File: config.mk
export PLATFORM = sky130hd
export DESIGN_NAME = piecewise_linear_interpolator_top
export DESIGN_NICKNAME = d
export VERILOG_FILES = /design/src/rtl/pli_pkg.sv /design/src/rtl/piecewise_linear_interpolator_top.sv /design/src/rtl/pli_div_stage.sv
export VERILOG_INCLUDE_DIRS = /design/src /design/src/rtl
export SDC_FILE = /design/constraint.sdc
export NUM_CORES = 1
export LEC_CHECK = 0
export BUFFER_PORTS_ARGS = -buffer_cell sky130_fd_sc_hd__buf_4
export CELL_PAD_IN_SITES_DETAIL_PLACEMENT = 0
export CELL_PAD_IN_SITES_GLOBAL_PLACEMENT = 1
export CORE_MARGIN = 1.5
export CORE_UTILIZATION = 50
export CTS_BUF_LIST = sky130_fd_sc_hd__clkbuf_2
export DETAILED_ROUTE_END_ITERATION = 12
export PLACE_DENSITY_LB_ADDON = 0.1
export SLEW_MARGIN = 20
export SYNTH_ARGS = -nofsm -noshare
export SYNTH_HDL_FRONTEND = slang
export SYNTH_SLANG_ARGS = --single-unit
File: constraint.sdc
create_clock -name clk -period 24 [get_ports clk]
set_input_delay 3.6 -clock clk [delete_from_list [all_inputs] [get_ports clk]]
set_output_delay 3.6 -clock clk [all_outputs]
set_load 0.05 [all_outputs]
File: src/rtl/assert_macros.svh
// Assertion shorthands shared by the interpolator RTL.
// Depends on nothing; included by the modules that carry checks.
`ifndef ASSERT_MACROS_SVH
`define ASSERT_MACROS_SVH

// Same-cycle implication, disabled while reset is low
`define ASSERT_IMPLY(lbl, clk, rst_n, a, c) \
	lbl: assert property (@(posedge clk) disable iff (!(rst_n)) (a) |-> (c)) \
		else $error("assertion failed");

// Implication after a fixed number of cycles
`define ASSERT_DELAY(lbl, clk, rst_n, a, n, c) \
	lbl: assert property (@(posedge clk) disable iff (!(rst_n)) (a) |-> ##(n) (c)) \
		else $error("assertion failed");

`endif

File: src/rtl/pli_pkg.sv
// Shared types and constants for the piecewise linear interpolator.
// No dependencies; imported by pli_div_stage and the top level.
package pli_pkg;

	localparam int POS_W      = 8;
	localparam int VAL_W      = 16;
	localparam int CNT_W      = 3;
	localparam int WORD_W     = 24;
	localparam int CFG_IDX_W  = 3;
	localparam int REG_POINTS = 4;
	localparam int PROD_W     = POS_W + VAL_W;

	// quotient bits resolved per divider stage
	localparam int DIV_STEPS  = 4;
	localparam int DIV_STAGES = VAL_W / DIV_STEPS;

	// configuration register indexes
	localparam logic [CFG_IDX_W-1:0] REG_POINT_COUNT  = 3'd0;
	localparam logic [CFG_IDX_W-1:0] REG_POINT_WORD_0 = 3'd1;

	// state of one item inside the divider
	typedef struct packed {
		logic [POS_W-1:0] rem;   // partial remainder, always below span
		logic [VAL_W-1:0] low;   // dividend bits not yet shifted in
		logic [VAL_W-1:0] quot;  // quotient bits so far
		logic [POS_W-1:0] span;  // divisor
		logic             neg;   // slope is negative
		logic [VAL_W-1:0] base;  // lower breakpoint value
	} div_t;

endpackage

File: src/rtl/piecewise_linear_interpolator_top.sv
// Piecewise linear interpolator, top level: config registers, segment select,
// multiply and output stages. Depends on pli_pkg, pli_div_stage, assert_macros.svh.
// Usage: busy is always low, so an item is taken on every cycle start is high; the
// value for that item appears on value_out with done high for one cycle, after the
// stage 1 and 2 registers, the DIV_STAGES divider stages and the output register;
// one result per item, in order. Stage one picks the segment, stage two multiplies;
// a pipelined restoring divider resolves the 16-bit quotient four bits per stage.
// done cannot be held off. cfg_ready is always high; write registers only while no
// item is in flight. Index 0 is the breakpoint count, 1..4 the breakpoint words;
// other indexes are ignored.
`include "assert_macros.svh"

module piecewise_linear_interpolator_top #(
	parameter int MAX_POINTS = 4
) (
	input  logic                            clk,
	input  logic                            arst_n,
	input  logic                            start,
	output logic                            busy,
	input  logic [pli_pkg::POS_W-1:0]       position,
	output logic                            done,
	output logic [pli_pkg::VAL_W-1:0]       value_out,
	input  logic                            cfg_valid,
	output logic                            cfg_ready,
	input  logic [pli_pkg::CFG_IDX_W-1:0]   cfg_index,
	input  logic [pli_pkg::WORD_W-1:0]      cfg_data
);
	import pli_pkg::*;

	localparam int NUM_WORDS = (MAX_POINTS < REG_POINTS) ? MAX_POINTS : REG_POINTS;
	localparam int LATENCY   = DIV_STAGES + 3;

	function automatic logic [POS_W-1:0] word_pos(input logic [WORD_W-1:0] w);
		return w[WORD_W-1:VAL_W];
	endfunction

	function automatic logic [VAL_W-1:0] word_val(input logic [WORD_W-1:0] w);
		return w[VAL_W-1:0];
	endfunction

	logic [CNT_W-1:0]  count_q;
	logic [WORD_W-1:0] word_q [NUM_WORDS];
	logic [CNT_W-1:0]  n_eff;
	logic              accept;

	assign busy      = 1'b0;
	assign cfg_ready = 1'b1;
	assign accept    = start & ~busy;

	// configuration registers
	always_ff @(posedge clk or negedge arst_n) begin
		if (!arst_n) begin
			count_q <= '0;
			for (int i = 0; i < NUM_WORDS; i++) begin
				word_q[i] <= '0;
			end
		end else if (cfg_valid && cfg_ready) begin
			if (cfg_index == REG_POINT_COUNT) begin
				count_q <= cfg_data[CNT_W-1:0];
			end
			for (int i = 0; i < NUM_WORDS; i++) begin
				if (cfg_index == CFG_IDX_W'(REG_POINT_WORD_0 + i)) begin
					word_q[i] <= cfg_data;
				end
			end
		end
	end

	// count saturated to the breakpoints held
	assign n_eff = (count_q > CNT_W'(NUM_WORDS)) ? CNT_W'(NUM_WORDS) : count_q;

	// segment select: base value, slope magnitude and sign, distance, span
	logic [VAL_W-1:0] base_c;
	logic [VAL_W-1:0] mag_c;
	logic             neg_c;
	logic [POS_W-1:0] dist_c;
	logic [POS_W-1:0] span_c;

	always_comb begin
		logic              hit;
		logic [WORD_W-1:0] hi_w;
		logic [WORD_W-1:0] lo_w;
		logic [VAL_W-1:0]  last_val;
		hit      = 1'b0;
		hi_w     = '0;
		lo_w     = '0;
		last_val = '0;
		base_c   = '0;
		mag_c    = '0;
		neg_c    = 1'b0;
		dist_c   = '0;
		span_c   = POS_W'(1);
		for (int i = 0; i < NUM_WORDS; i++) begin
			if (CNT_W'(i + 1) == n_eff) begin
				last_val = word_val(word_q[i]);
			end
		end
		// descending, so the lowest matching breakpoint wins
		for (int i = NUM_WORDS - 1; i >= 1; i--) begin
			if (CNT_W'(i) < n_eff && position <= word_pos(word_q[i])) begin
				hit  = 1'b1;
				hi_w = word_q[i];
				lo_w = word_q[i-1];
			end
		end
		if (n_eff != '0) begin
			if (position <= word_pos(word_q[0])) begin
				base_c = word_val(word_q[0]);
			end else if (hit) begin
				if (word_pos(hi_w) <= word_pos(lo_w)) begin
					base_c = word_val(hi_w);
				end else begin
					base_c = word_val(lo_w);
					span_c = word_pos(hi_w) - word_pos(lo_w);
					dist_c = position - word_pos(lo_w);
					neg_c  = word_val(hi_w) < word_val(lo_w);
					mag_c  = neg_c ? word_val(lo_w) - word_val(hi_w)
					               : word_val(hi_w) - word_val(lo_w);
				end
			end else begin
				base_c = last_val;
			end
		end
	end

	// stage 1 registers
	logic             valid_s1;
	logic [VAL_W-1:0] base_s1;
	logic [VAL_W-1:0] mag_s1;
	logic             neg_s1;
	logic [POS_W-1:0] dist_s1;
	logic [POS_W-1:0] span_s1;

	// stage 2 registers
	logic              valid_s2;
	logic [PROD_W-1:0] prod_s2;
	logic [VAL_W-1:0]  base_s2;
	logic              neg_s2;
	logic [POS_W-1:0]  span_s2;

	// output stage
	logic             done_s7;
	logic [VAL_W-1:0] value_s7;

	logic dv_valid [DIV_STAGES+1];
	div_t dv       [DIV_STAGES+1];

	// valid bits
	always_ff @(posedge clk or negedge arst_n) begin
		if (!arst_n) begin
			valid_s1 <= 1'b0;
			valid_s2 <= 1'b0;
			done_s7  <= 1'b0;
		end else begin
			valid_s1 <= accept;
			valid_s2 <= valid_s1;
			done_s7  <= dv_valid[DIV_STAGES];
		end
	end

	// payload: segment, product, final add
	always_ff @(posedge clk) begin
		base_s1  <= base_c;
		mag_s1   <= mag_c;
		neg_s1   <= neg_c;
		dist_s1  <= dist_c;
		span_s1  <= span_c;
		prod_s2  <= PROD_W'(mag_s1) * PROD_W'(dist_s1);
		base_s2  <= base_s1;
		neg_s2   <= neg_s1;
		span_s2  <= span_s1;
		value_s7 <= dv[DIV_STAGES].neg ? dv[DIV_STAGES].base - dv[DIV_STAGES].quot
		                               : dv[DIV_STAGES].base + dv[DIV_STAGES].quot;
	end

	// divider input; quotient fits 16 bits since distance never exceeds span
	assign dv_valid[0] = valid_s2;
	always_comb begin
		dv[0].rem  = prod_s2[PROD_W-1:VAL_W];
		dv[0].low  = prod_s2[VAL_W-1:0];
		dv[0].quot = '0;
		dv[0].span = span_s2;
		dv[0].neg  = neg_s2;
		dv[0].base = base_s2;
	end

	for (genvar g = 0; g < DIV_STAGES; g++) begin : g_div
		pli_div_stage u_stage (
			.clk       (clk),
			.arst_n    (arst_n),
			.in_valid  (dv_valid[g]),
			.in_data   (dv[g]),
			.out_valid (dv_valid[g+1]),
			.out_data  (dv[g+1])
		);
	end

	assign done      = done_s7;
	assign value_out = value_s7;

	`ASSERT_DELAY(a_latency, clk, arst_n, accept, LATENCY, done)
	`ASSERT_IMPLY(a_done_has_item, clk, arst_n, done, $past(accept, LATENCY))
	`ASSERT_IMPLY(a_span_nonzero, clk, arst_n, valid_s1, span_s1 != '0)

endmodule

File: src/rtl/pli_div_stage.sv
// One register stage of the restoring divider: DIV_STEPS quotient bits.
// Depends on pli_pkg and assert_macros.svh.
`include "assert_macros.svh"

module pli_div_stage (
	input  logic          clk,
	input  logic          arst_n,
	input  logic          in_valid,
	input  pli_pkg::div_t in_data,
	output logic          out_valid,
	output pli_pkg::div_t out_data
);
	import pli_pkg::*;

	logic valid_s;
	div_t work_s;
	div_t nxt;

	// shift-subtract steps
	always_comb begin
		logic [POS_W:0] trial;
		logic           qbit;
		nxt = in_data;
		for (int k = 0; k < DIV_STEPS; k++) begin
			trial = {nxt.rem, nxt.low[VAL_W-1]};
			if (trial >= {1'b0, nxt.span}) begin
				trial = trial - {1'b0, nxt.span};
				qbit  = 1'b1;
			end else begin
				qbit  = 1'b0;
			end
			nxt.rem  = trial[POS_W-1:0];
			nxt.quot = {nxt.quot[VAL_W-2:0], qbit};
			nxt.low  = {nxt.low[VAL_W-2:0], 1'b0};
		end
	end

	// valid bit
	always_ff @(posedge clk or negedge arst_n) begin
		if (!arst_n) begin
			valid_s <= 1'b0;
		end else begin
			valid_s <= in_valid;
		end
	end

	// payload
	always_ff @(posedge clk) begin
		work_s <= nxt;
	end

	assign out_valid = valid_s;
	assign out_data  = work_s;

	`ASSERT_IMPLY(a_rem_below_span, clk, arst_n, valid_s, work_s.rem < work_s.span)

endmodule

==> Word-level counts from Yosys, hierarchy flattened <==
Index checks and enable logic that the tools add are counted.
W data, S select, Z words.
{ "word_totals": {"reg_bits": 400, "in_bits": 39, "out_inout_bits": 19, "word_cells": 162} }
{ "op_classes": {"addsub": 21, "mul": 1, "order_cmp": 26, "eq_ne": 8, "mux": 50, "bitwise": 2, "reduce_logical": 11} }
{ "ops": {"columns": ["op", "count"], "rows": [
  ["$ge A9 B8 Y1", 16],
  ["$mux W16", 9],
  ["$mux W24", 6],
  ["$sub A8 B8 Y8", 17],
  ["$mux W8", 15],
  ["$sub A16 B16 Y16", 3],
  ["$le A8 B8 Y1", 5],
  ["$mul A16 B8 Y24", 1],
  ["$mux W1", 19],
  ["$add A16 B16 Y16", 1],
  ["$lt A16 B16 Y1", 1],
  ["$reduce_and A2 Y1", 5],
  ["$eq A2 B3 Y1 const A", 2],
  ["$eq A3 B2 Y1 const B", 2],
  ["$lt A2 B3 Y1 const A", 2],
  ["$reduce_or A4 Y1", 1],
  ["$eq A1 B3 Y1 const A", 1],
  ["$eq A3 B1 Y1 const B", 1],
  ["$eq A3 B3 Y1 const A", 1],
  ["$eq A3 B3 Y1 const B", 1],
  ["$gt A3 B3 Y1 const B", 1],
  ["$logic_and A1 B1 Y1", 3],
  ["$logic_not A3 Y1", 1],
  ["$lt A1 B3 Y1 const A", 1],
  ["3 further kinds", 4]
]} }

==> Logic depth before layout (Yosys ltp) <==
{ "logic_depth": {"word_depth": 11, "mapped_depth": 42, "ltp_nobuf": 40} }

==> By module <==
From an unflattened synthesis, not the netlist that was laid out.
{ "unflattened": {"hier_cells": 3012, "hier_area_um2": 28831.4} }
{ "modules_own_cells": {"columns": ["module", "n_inst", "cells_per_inst", "area_per_inst_um2", "seq_area_each_um2"], "rows": [
  ["piecewise_linear_interpolator_top", 1, 1742, 16102.9, 4834.6],
  ["pli_div_stage at g_div[1].u_stage ...", 3, 330, 3244.4, 1246.2],
  ["pli_div_stage at g_div[0].u_stage", 1, 280, 2995.4, 1246.2]
]} }

==> Worst setup path before layout <==
OpenSTA, ideal clock, no wires.
{ "synth_path": {"path_type": "reg2reg", "startpoint": "reg g_div[0].u_stage.work_s (netlist bit g_div[0].u_stage.out_data[18])", "endpoint": "reg g_div[1].u_stage.work_s (netlist bit g_div[1].u_stage.out_data[61])", "setup_time_ns": 0.120, "t_arrival_ns": 8.602, "required_time_ns": 23.880, "setup_slack_ns": 15.278, "stages_incl_launch_ff": 41, "n_path_buf": 2, "synth_period_minus_slack_ns": 8.722, "path_cell_list": "dfxtp_1 -> inv_1 -> ha_1 -> nor2b_1 -> o2111ai_1 -> nand2_1 -> o21ai_2 -> clkbuf_1 -> nor2_1 -> a21oi_1 -> inv_1 -> ha_1 -> nor2b_1 -> o31a_1 -> o21ai_1 -> a21oi_1 -> or2_2 -> o21ai_0 -> [... 5 more ...] -> o221a_2 -> or4b_1 -> a21oi_1 -> or2_2 -> buf_6 -> inv_2 -> a21oi_1 -> ha_1 -> nor2b_1 -> o21ai_0 -> a21oi_1 -> o41ai_2 -> o21ai_0 -> a21oi_1 -> nor4b_2 -> a31o_4 -> inv_2 -> a211o_1"} }
{ "synth_rtl": {"columns": ["element", "line_no", "rtl"], "rows": [
  ["start, declared", "pli_div_stage.sv:16", "div_t work_s;"],
  ["start signal, assigned", "pli_div_stage.sv:49", "work_s <= nxt;"],
  ["end signal, assigned", "pli_div_stage.sv:49", null],
  ["end, declared", "pli_div_stage.sv:16", null]
]} }

==> out/metrics.cfg <==
[status]
status=complete, no violations

[critical_path]
cp_slowest_stage_delay_ns=0.73
start_kind=flip-flop
critical-path-top-delay-family=compound AO/OA/AOI/OAI gates
critPathSlowestCell=nor4b_2
crit_fanout=14
critPathBufInv=4
cp-end-kind=flip-flop
crit_type=flip-flop to flip-flop
cp.required_ns=24.93
arrival_ns=11.05
crit_top_cell=a21oi_1

[grt]
grt_pass1_wl_mm=105
grt_use_total_pct=24.5
grt_max_degree=79
grt_remaining_overflow=0
grt_antenna_before_repair=4
first_global_vias=20600

[route]
wl_per_cell_um=17.7
drt-vias-per-instance=5.63
drt_iter0_drc=1327
vias=20500
drt-pass1-iter-count=5
drcViolationCount=0
totalWireLength_mm=64.6
ant_nets=0

[clock_tree]
cts_resized=0
cts_sinks=400
clkLatencyLatePin_ns=1.12
cts_max_level=3
numCtsBuffers=101
root_buffer=clkbuf_2
cts_setup_buffers=0
clk_pin_slew_worst_paths_ns=0.11
hold_buffers=0
cts_tree=done
cts.path.max_buffers=3

[sta]
worst_slew_pin_slew_ns=0.994
grt_setup_unrepaired=false
slew_viol_final=0
max_slew_margin_pct=33.7
fmax_mhz=98.9
hold_viol_final=0
timing.final.setup_violations=0
tns_ns=0
layout_worst_path_cycle_share_pct=42.1
period_needed_ns=10.11
finalClockSkew_ns=0.132

[synth]
netlist_instances=2800
yosysWarningCount=0
yosysTopAreaCell=dfxtp_1
yosys-top-cells-count=dfxtp_1, inv_1, ha_1
synth_nets=3209
synth_enable_flop_cells=0
ys_seq_area_share_pct=32.8
synth_seq_cells=400
synth_top_area_share_pct=22.6
syn_area_sq_um=26100
async_reset_ff_share_pct=26.5
yosysUniqueCellTypes=86
syn_area_per_cell_sq_um=9.30
synthTopCellsByArea=dfxtp_1, ha_1, dfrtp_1, fa_1, mux2_2
synth.most_common_cell=dfxtp_1
synth_flop_cell=dfxtp_1

[floorplanning]
core_area_sq_um=51400
start_util_pct=50.7
die_area_sq_um=53500
row_count=83
die_h_um=231
die_w_um=231
io_pins=58

[final_layout]
multiInputGateArea_sq_um=16200
drive_above_1_share_pct=12.6
syn_to_final_growth_pct=7.88
seqCellArea_sq_um=8540
num-fill-cells=4770
fin_nets=3298

[hold_path]
hold_class=flip-flop to flip-flop

[flow_run]
drv_cap=0

[placement]
gp_congestion=0.901
dp_hpwl_mm=48.5
port_buffers=55

## cell usage in the layout (no fill, tap or decap), types with 6 or more instances in the layout
cell and count:
a221oi_1 41, o211ai_1 12, nand3_1 40, clkbuf_2 133
xnor2_1 96, o21ai_0 164, xor2_1 38, a211oi_1 25
a31oi_1 25, dfxtp_1 294, and3_1 11, and2_1 76
a211o_1 6, o31ai_1 8, nor2_1 219, nor3_1 36
a221o_1 23, a22oi_1 18, ha_1 266, o21a_1 27
o21bai_1 18, a21oi_1 135, or3_1 13, inv_1 274
dfrtp_1 106, nor2b_1 48, buf_4 69, nand2_1 197
mux2_2 113, o31a_1 9, clkinv_2 7, or2_2 12
clkinv_1 34, nand2b_1 24, nand4_1 27, a21o_1 50
fa_1 104, mux2i_1 49
## sequential cells by signal, summed over array words and instances, names as in the netlist, 3 cells and up
register,count
g_div.u_stage.out_data,180
word_q,96
prod_s2,24
base_s1,16
base_s2,16
mag_s1,16
value_out,16
dist_s1,8
span_s1,8
span_s2,8
g_div.u_stage.out_valid,4
count_q,3
## worst paths after layout
path,cells after the start,startpoint,slack (ns),to
min in group asynchronous,1,arst_n,2.38,word_q[84]
worst min register to register,0,g_div[1].u_stage.out_data[52],0.29,g_div[2].u_stage.out_data[56]
worst min-delay path,0,g_div[1].u_stage.out_data[52],0.29,g_div[2].u_stage.out_data[56]
worst max register to register,38,g_div[0].u_stage.out_data[18],13.89,g_div[1].u_stage.out_data[59]
max in group asynchronous,2,arst_n,20.48,word_q[70]
worst max-delay path,38,g_div[0].u_stage.out_data[18],13.89,g_div[1].u_stage.out_data[59]
## layout make-up
class / count / area share [%]
antenna: 4 / 0.0356
clock buffer: 133 / 2.37
clock inverter: 47 / 0.966
inverter: 278 / 3.71
multi-input combinational: 2037 / 57.6
sequential: 400 / 30.4
tap: 680 / 3.03
timing repair buffer: 71 / 1.92
## per-stage QoR
stage | setup WS, ns | instances | util (%) | hold slack, ns | instance area [sq um]
after floorplan | 15.28 | 2800 | - | 0.310 | 26100
after global placement | 14.38 | 3465 | 52.8 | 0.310 | 27100
after detailed placement | 13.98 | 3465 | 52.8 | 0.312 | 27100
after CTS | 14.00 | 3645 | 54.6 | 0.277 | 28100
after global routing | 12.91 | 3650 | 54.7 | 0.253 | 28100
final | 13.89 | 3650 | 54.7 | 0.286 | 28100
## per-layer routing
metal | vias up | GRT usage, % | part of all wire, %
met3 | 136 | 3.89 | 4.6
li1 | 9985 | - | -
met1 | 9856 | 31.5 | 44
met5 | - | 0 | 0.019
met4 | 2 | 10.6 | 3.3
met2 | 558 | 40.8 | 48
## logic make-up (layout without fill, tap and decap cells)
| kind of cell | after synthesis | count (layout) | synth area share (%) |
|---|---|---|---|
| AO/OA/AOI/OAI | 624 | 624 | 16.0 |
| XOR/XNOR | 134 | 134 | 4.50 |
| adder cells (fa/ha/maj) | 370 | 370 | 20.8 |
| buffers and inverters | 363 | 529 | 5.33 |
| flip-flops | 400 | 400 | 32.8 |
| multiplexers | 163 | 163 | 6.82 |
| other | 2 | 6 | 0.0288 |
| AND/OR/NAND/NOR | 744 | 744 | 13.8 |
Power is not shown: default switching activity piles up to over one toggle a cycle in this logic, so the estimate is an artifact.
